$ cat src/hdl/mss_pkg.sv
// shared types, constants and helper functions for the motor stall supervisor
// no dependencies; used by mss_step, mss_ramp and motor_stall_supervisor_top
package mss_pkg;

  localparam int unsigned SIDES = 2;

  // linear ramp length in milliseconds and the reciprocal used to divide by it
  localparam int unsigned RAMP_MS      = 150;
  localparam int unsigned RAMP_EL_W    = $clog2(RAMP_MS + 1);
  localparam int unsigned RAMP_PROD_W  = 16 + RAMP_EL_W;
  localparam int unsigned RAMP_SHIFT   = RAMP_PROD_W + RAMP_EL_W;
  localparam int unsigned RAMP_RECIP_W = RAMP_SHIFT - RAMP_EL_W + 2;
  localparam int unsigned RAMP_QUOT_W  = RAMP_PROD_W + RAMP_RECIP_W;
  localparam logic [63:0] RAMP_RECIP   =
    ((64'd1 << RAMP_SHIFT) + 64'(RAMP_MS) - 64'd1) / 64'(RAMP_MS);

  localparam int unsigned IN_TDATA_W  = 128;
  localparam int unsigned OUT_TDATA_W = 40;
  localparam int unsigned CFG_IDX_W   = 3;
  localparam int unsigned CFG_DATA_W  = 16;

  localparam logic [14:0] CMD_FLOOR_RST       = 15'd300;
  localparam logic [15:0] DETECT_MS_RST       = 16'd120;
  localparam logic [15:0] CMD_TRIGGER_RST     = 16'd350;
  localparam logic [15:0] SPEED_TRIGGER_RST   = 16'd40;
  localparam logic [15:0] CURRENT_TRIGGER_RST = 16'd350;

  typedef enum logic [CFG_IDX_W-1:0] {
    CFG_CMD_FLOOR       = 3'd0,
    CFG_DETECT_MS       = 3'd1,
    CFG_CMD_TRIGGER     = 3'd2,
    CFG_SPEED_TRIGGER   = 3'd3,
    CFG_CURRENT_TRIGGER = 3'd4
  } cfg_idx_e;

  typedef enum logic [1:0] {
    MODE_NORMAL = 2'd0,
    MODE_RAMP   = 2'd1,
    MODE_HOLD   = 2'd2
  } mode_e;

  typedef struct packed {
    logic [14:0] cmd_floor;
    logic [15:0] detect_ms;
    logic [15:0] cmd_trigger;
    logic [15:0] speed_trigger;
    logic [15:0] current_trigger;
  } cfg_t;

  // one update; side 0 is left, side 1 is right
  typedef struct packed {
    logic [31:0]            time_now_ms;
    logic [SIDES-1:0][15:0] request;
    logic [SIDES-1:0][15:0] speed;
    logic [SIDES-1:0][15:0] current;
  } upd_t;

  // after the state update: either a final drive value or ramp operands
  typedef struct packed {
    logic                   active;
    logic                   ramp;
    logic [SIDES-1:0][15:0] drv;
    logic [SIDES-1:0][15:0] from;
    logic [SIDES-1:0]       neg;
    logic [SIDES-1:0][15:0] span_mag;
    logic [RAMP_EL_W-1:0]   elapsed;
  } step_t;

  typedef struct packed {
    logic                   active;
    logic [SIDES-1:0][15:0] drive;
  } res_t;

  // magnitude of a signed 16 bit value, 32768 for the most negative code
  function automatic logic [16:0] mag17(input logic [15:0] v);
    logic [16:0] ext;
    ext = {v[15], v};
    return v[15] ? (~ext + 17'd1) : ext;
  endfunction

  // clamp a signed request to +-floor_v
  function automatic logic [15:0] clamp_floor(input logic [15:0] r,
                                              input logic [14:0] floor_v);
    logic signed [16:0] r_ext;
    logic signed [16:0] f_ext;
    logic signed [16:0] nf_ext;
    r_ext  = signed'({r[15], r});
    f_ext  = signed'({2'b00, floor_v});
    nf_ext = -f_ext;
    if (r_ext > f_ext) begin
      return {1'b0, floor_v};
    end else if (r_ext < nf_ext) begin
      return nf_ext[15:0];
    end else begin
      return r;
    end
  endfunction

endpackage

$ cat src/hdl/mss_step.sv
// stall detection and mode sequencing, with its result stage; one update per cycle
// while the result stage is not stalled; depends on mss_pkg
module mss_step (
  input  logic            clk_i,
  input  logic            rst_ni,
  input  mss_pkg::cfg_t   cfg_i,
  input  logic            in_valid_i,
  input  mss_pkg::upd_t   in_upd_i,
  output logic            in_ready_o,
  output logic            out_valid_o,
  output mss_pkg::step_t  out_step_o,
  input  logic            out_ready_i
);
  import mss_pkg::*;

  mode_e                  mode_d, mode_q;
  logic [31:0]            entered_d, entered_q;
  logic [31:0]            detect_d, detect_q;
  logic [SIDES-1:0][15:0] from_d, from_q;
  logic [SIDES-1:0][15:0] to_d, to_q;
  logic [SIDES-1:0][16:0] span;
  logic [31:0]            now;
  logic [31:0]            elapsed;
  logic                   slow, hi_cur, hi_req, stall;
  logic                   advance;
  logic                   valid_q;
  step_t                  step_d, step_q;

  assign now = in_upd_i.time_now_ms;

  assign slow   = (mag17(in_upd_i.speed[0]) <= {1'b0, cfg_i.speed_trigger})
               || (mag17(in_upd_i.speed[1]) <= {1'b0, cfg_i.speed_trigger});
  assign hi_cur = (mag17(in_upd_i.current[0]) >= {1'b0, cfg_i.current_trigger})
               || (mag17(in_upd_i.current[1]) >= {1'b0, cfg_i.current_trigger});
  assign hi_req = (mag17(in_upd_i.request[0]) >= {1'b0, cfg_i.cmd_trigger})
               || (mag17(in_upd_i.request[1]) >= {1'b0, cfg_i.cmd_trigger});
  assign stall  = slow && (hi_cur || hi_req);

  assign in_ready_o = !valid_q || out_ready_i;
  assign advance    = in_valid_i && in_ready_o;
  assign elapsed    = now - entered_q;

  always_comb begin
    mode_d    = mode_q;
    entered_d = entered_q;
    detect_d  = detect_q;
    from_d    = from_q;
    to_d      = to_q;

    step_d.ramp    = 1'b0;
    step_d.drv     = in_upd_i.request;
    step_d.from    = from_q;
    step_d.elapsed = elapsed[RAMP_EL_W-1:0];
    for (int s = 0; s < SIDES; s++) begin
      span[s]            = {from_q[s][15], from_q[s]} - {to_q[s][15], to_q[s]};
      step_d.neg[s]      = span[s][16];
      step_d.span_mag[s] = span[s][16] ? 16'(~span[s] + 17'd1) : span[s][15:0];
    end

    unique case (mode_q)
      MODE_NORMAL: begin
        if (stall) begin
          if (detect_q == 32'd0) begin
            detect_d = now;
          end else if ((now - detect_q) >= {16'd0, cfg_i.detect_ms}) begin
            mode_d    = MODE_RAMP;
            entered_d = now;
            from_d    = in_upd_i.request;
            for (int s = 0; s < SIDES; s++) begin
              to_d[s] = clamp_floor(in_upd_i.request[s], cfg_i.cmd_floor);
            end
          end
        end else begin
          detect_d = 32'd0;
        end
      end
      MODE_RAMP: begin
        if (elapsed < 32'(RAMP_MS)) begin
          step_d.ramp = 1'b1;
        end else begin
          step_d.drv = to_q;
          mode_d     = MODE_HOLD;
          entered_d  = now;
        end
      end
      MODE_HOLD: begin
        if (stall) begin
          for (int s = 0; s < SIDES; s++) begin
            step_d.drv[s] = clamp_floor(in_upd_i.request[s], cfg_i.cmd_floor);
          end
        end else begin
          mode_d    = MODE_NORMAL;
          entered_d = now;
          detect_d  = 32'd0;
        end
      end
      default: begin
        mode_d    = MODE_NORMAL;
        entered_d = now;
        detect_d  = 32'd0;
      end
    endcase

    step_d.active = (mode_d != MODE_NORMAL);
  end

  always_ff @(posedge clk_i or negedge rst_ni) begin
    if (!rst_ni) begin
      valid_q   <= 1'b0;
      mode_q    <= MODE_NORMAL;
      entered_q <= 32'd0;
      detect_q  <= 32'd0;
      from_q    <= '0;
      to_q      <= '0;
    end else begin
      if (in_ready_o) begin
        valid_q <= in_valid_i;
      end
      if (advance) begin
        mode_q    <= mode_d;
        entered_q <= entered_d;
        detect_q  <= detect_d;
        from_q    <= from_d;
        to_q      <= to_d;
      end
    end
  end

  always_ff @(posedge clk_i) begin
    if (advance) begin
      step_q <= step_d;
    end
  end

  assign out_valid_o = valid_q;
  assign out_step_o  = step_q;

endmodule

$ cat src/hdl/mss_ramp.sv
// ramp interpolation: span times elapsed, reciprocal divide, final drive select
// three register stages with per-stage stall; depends on mss_pkg
module mss_ramp (
  input  logic            clk_i,
  input  logic            rst_ni,
  input  logic            in_valid_i,
  input  mss_pkg::step_t  in_step_i,
  output logic            in_ready_o,
  output logic            out_valid_o,
  output mss_pkg::res_t   out_res_o,
  input  logic            out_ready_i
);
  import mss_pkg::*;

  typedef struct packed {
    logic                   active;
    logic                   ramp;
    logic [SIDES-1:0][15:0] drv;
    logic [SIDES-1:0][15:0] from;
    logic [SIDES-1:0]       neg;
  } carry_t;

  localparam logic [RAMP_RECIP_W-1:0] RECIP = RAMP_RECIP[RAMP_RECIP_W-1:0];

  logic                            mul_v_q, div_v_q, out_v_q;
  logic                            mul_ready, div_ready, out_ready;
  carry_t                          in_carry, mul_carry_q, div_carry_q;
  logic [SIDES-1:0][RAMP_PROD_W-1:0] prod_d, prod_q;
  logic [SIDES-1:0][RAMP_QUOT_W-1:0] quot_full;
  logic [SIDES-1:0][15:0]          quot_d, quot_q;
  logic [SIDES-1:0][16:0]          sum;
  res_t                            res_d, res_q;

  assign out_ready  = !out_v_q || out_ready_i;
  assign div_ready  = !div_v_q || out_ready;
  assign mul_ready  = !mul_v_q || div_ready;
  assign in_ready_o = mul_ready;

  assign in_carry.active = in_step_i.active;
  assign in_carry.ramp   = in_step_i.ramp;
  assign in_carry.drv    = in_step_i.drv;
  assign in_carry.from   = in_step_i.from;
  assign in_carry.neg    = in_step_i.neg;

  always_comb begin
    for (int s = 0; s < SIDES; s++) begin
      prod_d[s]    = RAMP_PROD_W'(in_step_i.span_mag[s]) *
                     RAMP_PROD_W'(in_step_i.elapsed);
      quot_full[s] = RAMP_QUOT_W'(prod_q[s]) * RAMP_QUOT_W'(RECIP);
      quot_d[s]    = quot_full[s][RAMP_SHIFT +: 16];
      // quotient never exceeds the span, so the result stays between start and target
      sum[s]       = div_carry_q.neg[s]
                   ? ({div_carry_q.from[s][15], div_carry_q.from[s]} + {1'b0, quot_q[s]})
                   : ({div_carry_q.from[s][15], div_carry_q.from[s]} - {1'b0, quot_q[s]});
      res_d.drive[s] = div_carry_q.ramp ? sum[s][15:0] : div_carry_q.drv[s];
    end
    res_d.active = div_carry_q.active;
  end

  always_ff @(posedge clk_i or negedge rst_ni) begin
    if (!rst_ni) begin
      mul_v_q <= 1'b0;
      div_v_q <= 1'b0;
      out_v_q <= 1'b0;
    end else begin
      if (mul_ready) begin
        mul_v_q <= in_valid_i;
      end
      if (div_ready) begin
        div_v_q <= mul_v_q;
      end
      if (out_ready) begin
        out_v_q <= div_v_q;
      end
    end
  end

  always_ff @(posedge clk_i) begin
    if (mul_ready && in_valid_i) begin
      mul_carry_q <= in_carry;
      prod_q      <= prod_d;
    end
    if (div_ready && mul_v_q) begin
      div_carry_q <= mul_carry_q;
      quot_q      <= quot_d;
    end
    if (out_ready && div_v_q) begin
      res_q <= res_d;
    end
  end

  assign out_valid_o = out_v_q;
  assign out_res_o   = res_q;

endmodule

$ cat src/hdl/motor_stall_supervisor_top.sv
// top level of the motor stall supervisor: ports, config registers, input register
// depends on mss_pkg, mss_step and mss_ramp
//
// Usage:
//   s_axis carries one update per request: timestamp, left/right drive requests,
//   wheel speeds and currents. m_axis returns exactly one result per update, in
//   order: supervised left/right drive, drive enable (always 1) and the active
//   flag (ramp or hold after that update).
//   cfg_we_i/cfg_idx_i/cfg_data_i write one threshold register per cycle; write
//   only while no update is in flight. Indexes above the last register are ignored.
//   Path: a result passes the input register, mode step, ramp multiply, reciprocal
//   divide and output register, in that order.
//   Throughput: one update per cycle while no stage is stalled; the mode state is
//   updated once per update so consecutive updates follow without gaps.
//   Reset: mode normal, timers cleared, registers at their defaults, pipeline empty.
//   When m_axis_tready is low, each stage holds; empty stages keep filling, so
//   s_axis_tready drops only once every stage is occupied.
module motor_stall_supervisor_top (
  input  logic                               clk_i,
  input  logic                               rst_ni,
  input  logic                               cfg_we_i,
  input  logic [mss_pkg::CFG_IDX_W-1:0]      cfg_idx_i,
  input  logic [mss_pkg::CFG_DATA_W-1:0]     cfg_data_i,
  input  logic                               s_axis_tvalid,
  output logic                               s_axis_tready,
  // time_now_ms[31:0], request_left[47:32], request_right[63:48], speed_left[79:64],
  // speed_right[95:80], current_left[111:96], current_right[127:112]
  input  logic [mss_pkg::IN_TDATA_W-1:0]     s_axis_tdata,
  output logic                               m_axis_tvalid,
  input  logic                               m_axis_tready,
  // drive_left[15:0], drive_right[31:16], drive_enable[32], supervisor_active[33],
  // zero fill [39:34]
  output logic [mss_pkg::OUT_TDATA_W-1:0]    m_axis_tdata
);
  import mss_pkg::*;

  cfg_t                    cfg_q;
  logic                    in_v_q;
  logic [IN_TDATA_W-1:0]   in_data_q;
  upd_t                    upd;
  logic                    step_ready;
  logic                    step_valid;
  step_t                   step_bus;
  logic                    ramp_ready;
  res_t                    res;

  always_ff @(posedge clk_i or negedge rst_ni) begin
    if (!rst_ni) begin
      cfg_q.cmd_floor       <= CMD_FLOOR_RST;
      cfg_q.detect_ms       <= DETECT_MS_RST;
      cfg_q.cmd_trigger     <= CMD_TRIGGER_RST;
      cfg_q.speed_trigger   <= SPEED_TRIGGER_RST;
      cfg_q.current_trigger <= CURRENT_TRIGGER_RST;
    end else if (cfg_we_i) begin
      unique case (cfg_idx_e'(cfg_idx_i))
        CFG_CMD_FLOOR:       cfg_q.cmd_floor       <= cfg_data_i[14:0];
        CFG_DETECT_MS:       cfg_q.detect_ms       <= cfg_data_i;
        CFG_CMD_TRIGGER:     cfg_q.cmd_trigger     <= cfg_data_i;
        CFG_SPEED_TRIGGER:   cfg_q.speed_trigger   <= cfg_data_i;
        CFG_CURRENT_TRIGGER: cfg_q.current_trigger <= cfg_data_i;
        default: ;
      endcase
    end
  end

  // input register
  assign s_axis_tready = !in_v_q || step_ready;

  always_ff @(posedge clk_i or negedge rst_ni) begin
    if (!rst_ni) begin
      in_v_q <= 1'b0;
    end else if (s_axis_tready) begin
      in_v_q <= s_axis_tvalid;
    end
  end

  always_ff @(posedge clk_i) begin
    if (s_axis_tready && s_axis_tvalid) begin
      in_data_q <= s_axis_tdata;
    end
  end

  assign upd.time_now_ms = in_data_q[31:0];
  assign upd.request[0]  = in_data_q[47:32];
  assign upd.request[1]  = in_data_q[63:48];
  assign upd.speed[0]    = in_data_q[79:64];
  assign upd.speed[1]    = in_data_q[95:80];
  assign upd.current[0]  = in_data_q[111:96];
  assign upd.current[1]  = in_data_q[127:112];

  mss_step u_step (
    .clk_i       (clk_i),
    .rst_ni      (rst_ni),
    .cfg_i       (cfg_q),
    .in_valid_i  (in_v_q),
    .in_upd_i    (upd),
    .in_ready_o  (step_ready),
    .out_valid_o (step_valid),
    .out_step_o  (step_bus),
    .out_ready_i (ramp_ready)
  );

  mss_ramp u_ramp (
    .clk_i       (clk_i),
    .rst_ni      (rst_ni),
    .in_valid_i  (step_valid),
    .in_step_i   (step_bus),
    .in_ready_o  (ramp_ready),
    .out_valid_o (m_axis_tvalid),
    .out_res_o   (res),
    .out_ready_i (m_axis_tready)
  );

  assign m_axis_tdata = {6'd0, res.active, 1'b1, res.drive[1], res.drive[0]};

  // a stalled input register keeps its update
  a_in_hold: assert property (@(posedge clk_i) disable iff (!rst_ni)
    in_v_q && !step_ready |=> in_v_q && $stable(in_data_q))
    else $error("input register lost or changed a waiting update");

  // ramp output only happens while the supervisor is active
  a_ramp_active: assert property (@(posedge clk_i) disable iff (!rst_ni)
    step_valid && step_bus.ramp |-> step_bus.active)
    else $error("ramp result flagged while supervisor inactive");

  // mode step result holds while the ramp pipeline is full
  a_step_hold: assert property (@(posedge clk_i) disable iff (!rst_ni)
    step_valid && !ramp_ready |=> step_valid && $stable(step_bus))
    else $error("mode step result changed while stalled");

endmodule

$ cat config.mk
export PLATFORM = sky130hd
export DESIGN_NAME = motor_stall_supervisor_top
export DESIGN_NICKNAME = d
export VERILOG_FILES = /design/src/hdl/mss_pkg.sv /design/src/hdl/mss_step.sv /design/src/hdl/mss_ramp.sv /design/src/hdl/motor_stall_supervisor_top.sv
export SDC_FILE = /design/constraint.sdc
export NUM_CORES = 2
export LEC_CHECK = 0
export BUFFER_PORTS_ARGS = -buffer_cell sky130_fd_sc_hd__buf_4
export CORE_ASPECT_RATIO = 2
export CORE_MARGIN = 1.5
export CORE_UTILIZATION = 41
export DETAILED_ROUTE_END_ITERATION = 16
export GPL_TIMING_DRIVEN = 0
export PLACE_DENSITY = 0.55
export SETUP_SLACK_MARGIN = 0.4
export SYNTH_ARGS = -nofsm -noshare
export SYNTH_HDL_FRONTEND = slang
export SYNTH_SLANG_ARGS = --single-unit
export TNS_END_PERCENT = 50
$ cat constraint.sdc
create_clock -name clk_i -period 19.45 [get_ports clk_i]
set_clock_uncertainty 0.1 [all_clocks]
set_input_delay 0 -clock clk_i [delete_from_list [all_inputs] [get_ports clk_i]]
set_output_delay 0 -clock clk_i [all_outputs]
set_load 0.01 [all_outputs]
* Word-level counts from Yosys, hierarchy flattened
Cells that the tools add are included.
** Word-level totals
- Input port bits :: 152
- Output and inout bits :: 42
- Logic and storage cells :: 172
- Register bits :: 699
** Cells by class
- Add/sub/neg operators :: 17
- Magnitude comparators :: 12
- Reductions and logical operators :: 32
- Multiply operators :: 4
- Multiplexer cells :: 36
- Eq/ne operators :: 12
- Bitwise gates (word level) :: 10
** Operator list (count)
- 32-bit two-way mux :: 10
- 32-bit case mux with 3 select lines :: 2
- 16-bit two-way mux :: 10
- 17-bit by 1-bit adder with 17-bit output, second input constant :: 6
- 17-bit two-way mux :: 6
- 17-bit NOT :: 6
- 24-bit by 23-bit multiplier with 46-bit output, second input constant :: 2
- 17-bit by 16-bit >= comparator with 1-bit output :: 4
- 32-bit case mux with 2 select lines :: 1
- 32-bit subtractor :: 2
- 16-bit by 8-bit multiplier with 24-bit output :: 2
- 17-bit by 16-bit <= comparator with 1-bit output :: 2
- 16-bit by 17-bit < comparator with 1-bit output :: 2
- 16-bit by 16-bit subtractor with 17-bit output :: 2
- 16-bit by 1-bit adder with 16-bit output, second input constant :: 2
- 16-bit adder :: 2
- 32-bit by 16-bit >= comparator with 1-bit output :: 1
- 16-bit > comparator :: 2
- 32-bit zero test :: 1
- 32-bit by 8-bit < comparator with 1-bit output, second input constant :: 1
- 16-bit NOT :: 2
- 16-bit subtractor :: 2
- 15-bit negator with 17-bit output :: 1
- 2-bit two-way mux :: 5
- other kinds (21) :: 47

* Longest topological paths before layout
- Word-level depth :: 10
- Mapped depth :: 26

* Modules after synthesis
A second synthesis with hierarchy kept.
** Unflattened totals
- Cells, all modules :: 5938
- Area total of the unflattened synthesis :: 64179.1 um^2
** By module, submodules not included
- mss_ramp :: sequential area each 7552.2 um^2, times used 1, area each 34857.2 um^2, cells an instance 3186
- mss_step :: sequential area each 6521.3 um^2, times used 1, area each 22253.8 um^2, cells an instance 2440
- motor_stall_supervisor_top :: sequential area each 5873.1 um^2, times used 1, area each 7068.0 um^2, cells an instance 312

* Worst setup path after synthesis
Ideal clock, no wire load.
- Kind :: register to register
- From :: reg u_ramp.prod_q[38] (netlist bit)
- To :: reg u_ramp.quot_q[31] (netlist bit) (data pin)
- Stages on the path, launching flop included :: 25
- Slack :: 12.460 ns
- Clock period less this slack :: 6.990 ns
- Setup time :: 0.260 ns
- Arrival :: 6.630 ns
- Cells stage by stage :: edfxtp_1 inv_1 fa_1 fa_1 inv_1 fa_1 fa_1 fa_1 fa_1 inv_1 fa_1 inv_1 ha_1 a21o_1 a21o_1 a221oi_1 nor4b_1 a211oi_1 a31oi_1 a41o_1 nand4_1 a31oi_1 a21o_1 a21oi_1 xnor2_1
** RTL lines
- start: declaration :: line mss_ramp.sv:28 : logic [SIDES-1:0][RAMP_PROD_W-1:0] prod_d, prod_q;
- start signal: assignment :: line mss_ramp.sv:81 : prod_q <= prod_d;
- end signal: assignment :: line mss_ramp.sv:85 : quot_q <= quot_d;
- end: declaration :: line mss_ramp.sv:30 : logic [SIDES-1:0][15:0] quot_d, quot_q;

==> results.py <==
metrics = {
    "status": {
        "run_status": "finished clean",
    },
    "timing": {
        "worstMarginPinSlew_ps": 1220,
        "drv_slew": 0,
        "setup-violations-final": 0,
        "post-route-period-util": 0.442,
        "rsz0062_at_grt": "no",
        "fmax_mhz": 116,
        "final_hold_viol_count": 0,
        "slew_headroom": 0.175,
        "timing.final.crit_period_ps": 8590,
        "setup-tns-final_ps": 0,
    },
    "cts": {
        "clock_sinks": 699,
        "cts_root_buffer": "sky130_fd_sc_hd__clkbuf_16",
        "clock_buffer_count_from_cts": 61,
        "max-clock-path-buffers": 3,
        "post_cts.resized_instances": 0,
        "clk_transition_reported_paths_ps": 70,
        "cts_post_setup_buffers_inserted": 0,
        "tritoncts": "built",
        "insertion_delay_ps": 710,
        "htree_depth": 2,
    },
    "detailed_routing": {
        "wire_per_inst_um": 21.3,
        "drt_wl_total_um": 184000,
        "dr_total_vias": 44800,
        "drt_first_pass_iters": 5,
        "routed_via_density": 5.19,
        "drt-initial-drc-count": 1656,
        "drt_drc_violations_left": 0,
        "final_antenna_net_count": 0,
    },
    "place": {
        "placement.io_buffers": 186,
        "post-dp-hpwl_um": 154000,
        "place.gp.congestion": 0.960,
        "post_dp_cell_area_sq_um": 67400,
    },
    "critical_path": {
        "start_kind": "flip-flop",
        "path_cells": "inv_1, fa_1, fa_1, inv_1, ha_1, inv_1, fa_1, inv_1, fa_1, fa_1, inv_1, fa_1, inv_1, ha_1, a21o_1, a211oi_1, o211ai_1, a221oi_1, nand2b_1, a21o_1, a21oi_1, o21bai_1, a21oi_1, xnor2_1",
        "end_kind": "flip-flop",
        "arrival_ps": 8950,
        "critPathKind": "flip-flop to flip-flop",
        "critical_path.slowest_cell": "sky130_fd_sc_hd__a211oi_1",
        "critPathMaxStageDelay_ps": 900,
        "cp.required_ps": 19810,
        "worst_path_dominant_cell_family": "adder cells",
        "worstPathBufferInverterCount": 6,
        "worstPathMaxFanout": 6,
    },
    "synthesis": {
        "postSynthAreaPerCell_sq_um": 10.6,
        "post_synth_fa_ha_maj_area_fraction": 0.344,
        "synth_top_area_frac": 0.230,
        "synth_top_family_by_area": "adder cells",
        "syn-instance-count": 5971,
        "ys_ff_latch": 699,
        "muxShareOfSynthArea": 0.0266,
        "synth_area_in_xor_xnor": 0.0409,
        "yosysSeqAreaShare": 0.316,
        "synth_compound_area_frac": 0.102,
        "dominantRegCellSynth": "sky130_fd_sc_hd__edfxtp_1",
        "ys_top_cells_by_area": "sky130_fd_sc_hd__edfxtp_1 23%, sky130_fd_sc_hd__fa_1 18%, sky130_fd_sc_hd__ha_1 16%",
        "post_synth_edffs": 485,
        "synth_simple_gate_area_share": 0.0959,
        "synthDistinctLibCells": 100,
        "ys_async_sr_fraction": 0.306,
        "yosys_warnings": 0,
        "synth_area_leader_cell": "sky130_fd_sc_hd__edfxtp_1",
        "netlist_area_before_placement_sq_um": 63200,
    },
    "layout": {
        "finish.net_count": 8070,
        "final_core_util": 0.474,
        "final_area_sq_um": 72500,
        "area.growth.synth_to_final_pct": 14.8,
        "proportion_of_layout_cells_with_a_drive_suffix_above_1": 0.0807,
        "layout_commonest_cell": "sky130_fd_sc_hd__inv_1",
        "most-common-layout-cells": "1064 x sky130_fd_sc_hd__inv_1, 805 x sky130_fd_sc_hd__ha_1, 584 x sky130_fd_sc_hd__fa_1, 485 x sky130_fd_sc_hd__edfxtp_1, 463 x sky130_fd_sc_hd__nand2_1",
    },
    "die": {
        "placeableCoreArea_sq_um": 153000,
        "dieHeight_um": 558,
        "dieArea_sq_um": 157000,
        "floorplan.io_pins": 194,
        "die_x_um": 281,
        "initial_core_util": 0.413,
        "floorplan.rows": 203,
    },
    "global_route": {
        "grt_first_pass_wirelength_um": 280000,
        "grt_max_degree": 100,
        "vias_in_the_first_global_route": 48900,
        "global_route.usage.total": 0.238,
        "overall_overflow_remaining_after_global_route": 0,
        "number_of_antenna_violations_at_the_first_check_in_global_routing": 1,
    },
    "job": {
        "max-cap-violations": 0,
    },
    "worst_hold_path": {
        "hold_path.class": "input port to flip-flop",
    },
}
-- state kept, by name, summed over array words and instances, names as in the netlist, 2 cells and up --
signal              count
u_ramp.quot_q          32
u_step.out_step_o     108
u_step.entered_q       32
u_ramp.div_carry_q     68
u_step.from_q          32
u_ramp.out_res_o       33
in_data_q             128
u_ramp.mul_carry_q     68
u_step.mode_q           2
cfg_q                  79
u_step.detect_q        32
u_step.to_q            32
u_ramp.prod_q          48
-- per-layer routing --
metal	vias up	part of all wire	GRT usage
met5	-	0	0
met4	0	0.091	0.183
met3	523	0.023	0.0183
met2	960	0.57	0.488
met1	22100	0.31	0.208
li1	21200	-	-
-- stage by stage --
step | setup slack, ps | std cells | hold WS, ps
2_1_floorplan | 12460 | 5976 | -396
3_3_place_gp | 10770 | 8212 | 78.4
3_5_place_dp | 10820 | 8220 | -199
4_1_cts | 10750 | 8632 | 19.1
5_1_grt | 10580 | 8633 | 73.8
6_report | 10860 | 8633 | 70.5
-- final timing paths --
| path | cells after the start | slack (ps) | end | from |
|---|---|---|---|---|
| worst max-delay path | 24 | 10860 | u_ramp.quot_q[2] | u_ramp.prod_q[8] |
| worst min-delay path | 4 | 70 | cfg_q[4] | cfg_data_i[4] |
| worst max register to register | 24 | 10860 | u_ramp.quot_q[2] | u_ramp.prod_q[8] |
| worst min register to register | 0 | 310 | u_ramp.div_carry_q[22] | u_ramp.mul_carry_q[22] |
| max in group asynchronous | 5 | 17980 | cfg_q[40] | rst_ni |
| min in group asynchronous | 4 | 290 | u_ramp.out_valid_o | rst_ni |
-- synthesized netlist by cell type, types with 29 or more instances --
| cell type | instances |
|---|---|
| sky130_fd_sc_hd__a21oi_1 | 237 |
| sky130_fd_sc_hd__a211oi_1 | 40 |
| sky130_fd_sc_hd__mux2i_1 | 33 |
| sky130_fd_sc_hd__nand2b_1 | 48 |
| sky130_fd_sc_hd__nor2b_1 | 37 |
| sky130_fd_sc_hd__nor2_1 | 212 |
| sky130_fd_sc_hd__o21a_1 | 46 |
| sky130_fd_sc_hd__o21ai_0 | 272 |
| sky130_fd_sc_hd__o21bai_1 | 29 |
| sky130_fd_sc_hd__nor3_1 | 66 |
| sky130_fd_sc_hd__nand3_1 | 59 |
| sky130_fd_sc_hd__o31ai_1 | 29 |
| sky130_fd_sc_hd__clkbuf_1 | 90 |
| sky130_fd_sc_hd__and2_1 | 151 |
| sky130_fd_sc_hd__xnor2_1 | 207 |
| sky130_fd_sc_hd__nand2_1 | 463 |
| sky130_fd_sc_hd__inv_1 | 1065 |
| sky130_fd_sc_hd__dfrtp_1 | 192 |
| sky130_fd_sc_hd__ha_1 | 805 |
| sky130_fd_sc_hd__fa_1 | 584 |
| sky130_fd_sc_hd__xor2_1 | 88 |
| sky130_fd_sc_hd__or3_1 | 41 |
| sky130_fd_sc_hd__edfxtp_1 | 485 |
| sky130_fd_sc_hd__mux2_2 | 119 |
| sky130_fd_sc_hd__a21o_1 | 100 |
| sky130_fd_sc_hd__nand4_1 | 51 |
-- layout make-up --
type                            instances  area [sq um]
Fill cell                           14400         80400
Multi-Input combinational cell       4077         38600
Sequential cell                       699         19900
Timing Repair Buffer                  490          4570
Inverter                             1067          4010
Tap cell                             2050          2560
Clock buffer                           78          1620
Buffer                                133           692
Clock inverter                         38           537
Antenna cell                            1          2.50
-- worst register-to-register path, stage by stage (launching register included) --
cell	delay, ps
sky130_fd_sc_hd__edfxtp_1	630
sky130_fd_sc_hd__inv_1	220
sky130_fd_sc_hd__fa_1	500
sky130_fd_sc_hd__fa_1	520
sky130_fd_sc_hd__inv_1	50
sky130_fd_sc_hd__ha_1	260
sky130_fd_sc_hd__inv_1	40
sky130_fd_sc_hd__fa_1	480
sky130_fd_sc_hd__inv_1	60
sky130_fd_sc_hd__fa_1	500
sky130_fd_sc_hd__fa_1	560
sky130_fd_sc_hd__inv_1	60
sky130_fd_sc_hd__fa_1	520
sky130_fd_sc_hd__inv_1	40
sky130_fd_sc_hd__ha_1	300
sky130_fd_sc_hd__a21o_1	170
sky130_fd_sc_hd__a211oi_1	900
sky130_fd_sc_hd__o211ai_1	510
sky130_fd_sc_hd__a221oi_1	750
sky130_fd_sc_hd__nand2b_1	210
sky130_fd_sc_hd__a21o_1	210
sky130_fd_sc_hd__a21oi_1	210
sky130_fd_sc_hd__o21bai_1	130
sky130_fd_sc_hd__a21oi_1	190
sky130_fd_sc_hd__xnor2_1	240
-- cells by family after synthesis --
| group | count (synthesis) |
|---|---|
| muxes | 153 |
| DFF | 699 |
| buffers and inverters | 1200 |
| AOI/OAI and AO/OA | 990 |
| and+or+nand+nor | 1243 |
| adders and majority gates | 1389 |
| other | 2 |
| xor gates and xnor gates | 295 |
-- timing repair --
item	in CTS	in global routing
setup endpoints to repair	0	0
hold buffers	296	0
hold endpoints to repair	433	0
Power is not shown: default switching activity piles up to over one toggle a cycle in this logic, so the estimate is an artifact.
